File: src/rtl/sorted_priority_queue_unit_macros.svh
// Assertion macros used by the priority queue top level.
`ifndef SORTED_PRIORITY_QUEUE_UNIT_MACROS_SVH
`define SORTED_PRIORITY_QUEUE_UNIT_MACROS_SVH

// Same-cycle implication, disabled while reset is high.
`define SPQ_ASSERT_NOW(label, ante, cons, msg) \
   label: assert property (@(posedge clock) disable iff (reset) (ante) |-> (cons)) \
      else $error(msg);

// Next-cycle implication, disabled while reset is high.
`define SPQ_ASSERT_NEXT(label, ante, cons, msg) \
   label: assert property (@(posedge clock) disable iff (reset) (ante) |=> (cons)) \
      else $error(msg);

`endif

File: src/rtl/spq_pkg.sv
// Types, constants and codes for the sorted priority queue.
`default_nettype none
package spq_pkg;
   localparam int DEPTH   = 16;
   localparam int CNT_W   = $clog2(DEPTH + 1);
   localparam int DATA_W  = 32;
   localparam int FUNC_W  = 2;
   localparam int STAT_W  = 2;

   localparam logic [FUNC_W-1:0] FUNC_INSERT  = 2'd0;
   localparam logic [FUNC_W-1:0] FUNC_EXTRACT = 2'd1;
   localparam logic [FUNC_W-1:0] FUNC_PEEK    = 2'd2;

   localparam logic [STAT_W-1:0] ST_ENTRY    = 2'd0;
   localparam logic [STAT_W-1:0] ST_EMPTY    = 2'd1;
   localparam logic [STAT_W-1:0] ST_INSERTED = 2'd2;
   localparam logic [STAT_W-1:0] ST_FULL     = 2'd3;

   typedef struct packed {
      logic signed [DATA_W-1:0] value;
      logic signed [DATA_W-1:0] prio;
   } entry_type;

   typedef struct packed {
      logic      ins;
      logic      ext;
      entry_type new_entry;
   } cell_ctrl_type;
endpackage
`default_nettype wire

File: src/rtl/sorted_priority_queue_unit.sv
// Top level of the sorted priority queue: handshake, occupancy and the cell chain.
// A min-priority queue of DEPTH entries held in a chain of cells kept in ascending
// priority order; every cell compares the incoming priority with its own and the
// whole chain shifts as a whole, so it accepts one item per clock cycle while results
// are taken; the result appears on rsp_ in the cycle after acceptance. Each item
// gives exactly one result. An insert goes ahead of the first entry of equal or
// greater priority; an insert into a full queue is dropped with status full, and
// extract or peek on an empty queue returns status empty. Operation code 3 acts as
// a peek. While a result waits in the result register, req_tready stays low, and
// the next item is taken in the cycle that the waiting result is accepted.
`default_nettype none
`include "sorted_priority_queue_unit_macros.svh"
module sorted_priority_queue_unit
   import spq_pkg::*;
(
   input  wire logic                clock,
   input  wire logic                reset,
   input  wire logic                req_tvalid,
   output logic                     req_tready,
   input  wire logic [2*DATA_W-1:0] req_tdata,   // value [31:0], prio [63:32]
   input  wire logic [FUNC_W-1:0]   req_tuser,   // func [1:0]
   output logic                     rsp_tvalid,
   input  wire logic                rsp_tready,
   output logic [2*DATA_W-1:0]      rsp_tdata,   // out_value [31:0], out_prio [63:32]
   output logic [STAT_W-1:0]        rsp_tuser    // status [1:0]
);
   logic [CNT_W-1:0] count_ff, count_in;
   logic             rsp_valid_ff, rsp_valid_in;
   logic [STAT_W-1:0] rsp_status_ff, rsp_status_in;
   entry_type        rsp_entry_ff, rsp_entry_in;

   logic          accept;
   logic          is_insert, is_extract, full, empty;
   cell_ctrl_type ctrl;
   entry_type     entries [DEPTH];
   logic          takes   [DEPTH];
   entry_type     zero_entry;

   assign req_tready = !rsp_valid_ff || rsp_tready;
   assign accept     = req_tvalid && req_tready;
   assign is_insert  = (req_tuser == FUNC_INSERT);
   assign is_extract = (req_tuser == FUNC_EXTRACT);
   assign full       = (count_ff == CNT_W'(DEPTH));
   assign empty      = (count_ff == '0);
   assign zero_entry = '0;

   assign ctrl.ins             = accept && is_insert && !full;
   assign ctrl.ext             = accept && is_extract && !empty;
   assign ctrl.new_entry.value = req_tdata[DATA_W-1:0];
   assign ctrl.new_entry.prio  = req_tdata[2*DATA_W-1:DATA_W];

   for (genvar i = 0; i < DEPTH; i++) begin : g_cell
      localparam logic [CNT_W-1:0] IDX = CNT_W'(i);
      logic      occupied;
      logic      left_take;
      entry_type left_entry;
      entry_type right_entry;

      assign occupied = (IDX < count_ff);
      if (i == 0) begin : g_head
         assign left_take  = 1'b0;
         assign left_entry = zero_entry;
      end else begin : g_body
         assign left_take  = takes[i-1];
         assign left_entry = entries[i-1];
      end
      if (i == DEPTH - 1) begin : g_tail
         assign right_entry = zero_entry;
      end else begin : g_mid
         assign right_entry = entries[i+1];
      end

      spq_cell u_cell (
         .clock       (clock),
         .ctrl        (ctrl),
         .occupied    (occupied),
         .left_take   (left_take),
         .left_entry  (left_entry),
         .right_entry (right_entry),
         .take        (takes[i]),
         .entry       (entries[i])
      );
   end

   always_comb begin
      count_in      = count_ff;
      rsp_valid_in  = rsp_valid_ff && !rsp_tready;
      rsp_status_in = rsp_status_ff;
      rsp_entry_in  = rsp_entry_ff;
      if (accept) begin
         rsp_valid_in = 1'b1;
         rsp_entry_in = zero_entry;
         priority if (is_insert) begin
            if (full) begin
               rsp_status_in = ST_FULL;
            end else begin
               rsp_status_in = ST_INSERTED;
               count_in      = count_ff + 1'b1;
            end
         end else if (empty) begin
            rsp_status_in = ST_EMPTY;
         end else begin
            rsp_status_in = ST_ENTRY;
            rsp_entry_in  = entries[0];
            if (is_extract) begin
               count_in = count_ff - 1'b1;
            end
         end
      end
   end

   always_ff @(posedge clock) begin
      if (reset) begin
         count_ff     <= '0;
         rsp_valid_ff <= 1'b0;
      end else begin
         count_ff     <= count_in;
         rsp_valid_ff <= rsp_valid_in;
      end
      rsp_status_ff <= rsp_status_in;
      rsp_entry_ff  <= rsp_entry_in;
   end

   assign rsp_tvalid = rsp_valid_ff;
   assign rsp_tdata  = {rsp_entry_ff.prio, rsp_entry_ff.value};
   assign rsp_tuser  = rsp_status_ff;

   `SPQ_ASSERT_NOW(a_count_bound, 1'b1, count_ff <= CNT_W'(DEPTH), "occupancy above depth")
   `SPQ_ASSERT_NEXT(a_accept_gives_rsp, accept, rsp_tvalid, "accepted item gave no result")
   `SPQ_ASSERT_NEXT(a_insert_grows, ctrl.ins, count_ff == $past(count_ff) + 1'b1,
      "insert did not grow the queue")
   `SPQ_ASSERT_NEXT(a_extract_shrinks, ctrl.ext, count_ff == $past(count_ff) - 1'b1,
      "extract did not shrink the queue")
   `SPQ_ASSERT_NOW(a_one_op, 1'b1, !(ctrl.ins && ctrl.ext), "insert and extract together")
endmodule
`default_nettype wire

File: src/rtl/spq_cell.sv
// One slot of the sorted chain: holds an entry and shifts with its neighbors.
`default_nettype none
module spq_cell
   import spq_pkg::*;
(
   input  wire logic          clock,
   input  wire cell_ctrl_type ctrl,
   input  wire logic          occupied,
   input  wire logic          left_take,
   input  wire entry_type     left_entry,
   input  wire entry_type     right_entry,
   output logic               take,
   output entry_type          entry
);
   entry_type entry_ff;
   entry_type entry_in;

   // An empty slot acts as an infinite priority, so the new entry lands there.
   assign take = !occupied || (ctrl.new_entry.prio <= entry_ff.prio);

   always_comb begin
      entry_in = entry_ff;
      priority if (ctrl.ins) begin
         if (left_take) begin
            entry_in = left_entry;
         end else if (take) begin
            entry_in = ctrl.new_entry;
         end
      end else if (ctrl.ext) begin
         entry_in = right_entry;
      end
   end

   always_ff @(posedge clock) begin
      entry_ff <= entry_in;
   end

   assign entry = entry_ff;
endmodule
`default_nettype wire

File: config.mk
export PLATFORM = sky130hd
export DESIGN_NAME = sorted_priority_queue_unit
export DESIGN_NICKNAME = d
export VERILOG_FILES = /design/src/rtl/spq_pkg.sv /design/src/rtl/sorted_priority_queue_unit.sv /design/src/rtl/spq_cell.sv
export VERILOG_INCLUDE_DIRS = /design/src /design/src/rtl
export SDC_FILE = /design/constraint.sdc
export NUM_CORES = 2
export LEC_CHECK = 0
export ABC_AREA = 1
export ABC_CLOCK_PERIOD_IN_PS = 8700
export BUFFER_PORTS_ARGS = -buffer_cell sky130_fd_sc_hd__clkbuf_2
export CAP_MARGIN = 20
export CORE_UTILIZATION = 35
export CTS_CLUSTER_SIZE = 30
export DETAILED_ROUTE_END_ITERATION = 8
export PLACE_DENSITY = 0.62
export SLEW_MARGIN = 20
export SYNTH_ARGS = -nofsm -noshare
export SYNTH_HDL_FRONTEND = slang
export SYNTH_HIERARCHICAL = 1
export SYNTH_SLANG_ARGS = --single-unit
File: constraint.sdc
create_clock -name clock -period 8.7 [get_ports clock]
set_input_delay 2.61 -clock clock [delete_from_list [all_inputs] [get_ports clock]]
set_output_delay 2.61 -clock clock [all_outputs]
set_load 0.005 [all_outputs]
==> results by group <==
Status
  – Outcome: finished, final reports clean

STA
  – Slew margin rel.: 22.0%
  – Hold Vio Cnt, Final: 0
  – Worst-Margin Slew: 1170 ps
  – Tmin final: 6160 ps
  – Setup TNS Final: 0 ps
  – Setup violations, final: 0
  – Max-slew violation count: 0
  – FMAX: 162 MHz
  – Clock Skew: 29.6 ps
  – Final period utilization: 70.9%
  – RSZ-0062 raised after global routing: false

Setup path
  – Worst path slowest cell: clkinv_2
  – Kind of cell adding the most delay to the critical path: buffers and inverters
  – WS Path Type: primary input to register
  – Crit path DAT: 6680 ps
  – Critical path's most frequent cell: nand2_1
  – CP endpoint kind: register
  – Worst Path Buf+Inv: 4
  – Crit path to: g_cell[8].u_cell/entry[48]
  – Crit path depth: 18
  – FF-to-FF End: g_cell[7].u_cell/entry[13]
  – CP max FO: 49
  – Reg2reg setup slack: 3860 ps
  – Worst path required time: 9210 ps
  – Critical Path Start: req_tdata[41]
  – Reg2reg start: count_ff[0]
  – CP peak stage delay: 690 ps
  – Startpoint type of the worst setup path: primary input
  – Cells on worst reg2reg path: 14
  – Cell Chain, Critical Path: clkbuf_2 > buf_4 > ha_1 > nand2_1 > nand2_1 > nand3_1 > nand2_1 > a21oi_1 > nand2_1 > nand2_1 > nand2_1 > nand2_1 > nand3_2 > nor2_1 > nand4_1 > nand2_1 > clkinv_2 > buf_4

Placement
  – # port buffers: 137
  – Post-DP HPWL: 146 mm
  – Final weighted congestion in routability-driven placement: 0.869
  – Inst Count DP: 10863

Detailed routing
  – Iter 0 DRT Violations: 4844
  – DRT Pass-1 Iters: 6
  – Vias: 59098
  – DRC viols: 0
  – Routed wire length per instance: 18.9 um
  – Drt total wl: 210 mm
  – Routed vias/inst: 5.32
  – ANT nets after route: 0

Logic synthesis
  – Gate Count Post-Synth: 8306
  – Mapped Area: 0.0692 mm^2
  – Synth Area per Inst: 8.34 um^2
  – Synth Warn #: 6

Finish
  – Non-filler instance count after layout: 11104
  – Final Net Count: 8959
  – Share of cells above drive strength 1: 8.49%
  – P&R area growth vs syn: 10.6%
  – Final core area utilization: 39.1%
  – Fillers: 19908

Die
  – Die X: 447 um
  – Core area: 0.196 mm^2
  – Die ar.: 0.200 mm^2
  – Die H: 447 um
  – Ports: 138
  – Std cell rows: 162
  – Starting Density: 35.4%

Pwr
  – Pleak: 0.0321 uW
  – Power density of the placed cells: 183 mW/mm^2
  – VDD IR-drop max: 186 uV

Clocking
  – Setup bufs post-CTS: 0
  – CTS buffer count: 133
  – Clock sinks: 1096
  – CTS tree: yes
  – Max Root-Sink Buffers: 3
  – H-tree levels: 4
  – Post-CTS resize count: 0
  – Root Driver: clkbuf_16
  – Clock-pin slew on the worst setup and hold paths: 60 ps
  – Worst-Skew Late Latency: 780 ps
  – Hold_buf cts: 0

Flow run
  – Max-Cap Viols: 0

Global route
  – Largest net degree at the start of global routing: 235
  – Vias in the first global route: 60585
  – Grt total ovfl: 0
  – Initial antenna violation count: 7
  – First-pass GRT wire length: 332 mm
  – Gr usage total: 20.6%

Hold path
  – Tightest Hold Check Type: register to register
-- routing by layer --
metal / wire length (um) / part of all wire [%] / vias up / GRT usage, %
li1: - / - / 28053 / -
met1: 86400 / 41 / 28883 / 25.5
met2: 107000 / 51 / 1732 / 36.7
met3: 9650 / 4.6 / 424 / 2.35
met4: 6540 / 3.1 / 6 / 7.12
met5: 41 / 0.020 / - / 0
-- cells in the final DEF (no fill, tap or decap), types with 63 or more instances in the layout --
cell type and instances:
conb_1 131, buf_4 103, nor2_4 63, ha_1 515, nand2_1 1654, clkbuf_2 137
a21oi_1 209, inv_2 78, clkbuf_16 139, nor2_1 1167, o21ai_0 1030, o21ai_1 1059
inv_1 682, edfxtp_1 1090
-- tightest hold or removal path, cell delays in order, from the launching register on --
cell     delay, ps
dfxtp_1        310
nand2_1         90
a21oi_1         60
-- stage by stage --
step / setup slack [ps] / area (um^2) / total power (uW) / hold WS [ps]
finish: 2540 / 76500 / 14000 / 518
global route: 2310 / 76500 / 14600 / 547
CTS: 2800 / 76500 / 14100 / 525
detailed placement: 1980 / 72400 / 8710 / 515
global placement: 2050 / 72400 / 8640 / 499
floorplan: 1670 / 69700 / 7970 / 500
-- flip-flops by register name, summed over array words and instances (netlist names) --
signal	flops
rsp_tdata	64
g_cell.u_cell/entry	1024
rsp_tvalid	1
count_ff	5
rsp_tuser	2
-- worst min-delay path by stage --
stage                                start                     endpoint  slack [ps]  depth (start not counted)
3_5_place_dp                    rsp_tvalid                   rsp_tvalid         510                          2
6_report                        rsp_tvalid                   rsp_tvalid         520                          2
3_3_place_gp                    rsp_tvalid                   rsp_tvalid         500                          2
5_1_grt                         rsp_tvalid                   rsp_tvalid         550                          2
4_1_cts                         rsp_tvalid                   rsp_tvalid         520                          2
2_1_floorplan  g_cell[15].u_cell/entry[63]  g_cell[14].u_cell/entry[63]         500                          2
-- final cells by class --
class	instances	area [um^2]	area share, %
repair buffers	243	1520	1.98
inverters	793	3010	3.93
multi-input cells	6107	31800	41.5
clock buffers	178	3650	4.77
well taps	2624	3280	4.29
diodes	3	7.51	0.00981
flip-flops and latches	1096	32900	42.9
clock inverters	60	460	0.602
-- report_power, final --
group | leakage (uW) | internal, uW | switching [uW] | total (uW)
clock network | 0.00201 | 3100 | 2310 | 5410
logic | 0.0199 | 649 | 1540 | 2190
registers | 0.0102 | 6220 | 218 | 6440
total | 0.0321 | 9970 | 4070 | 14000
Power figures use the tool's default switching activity.
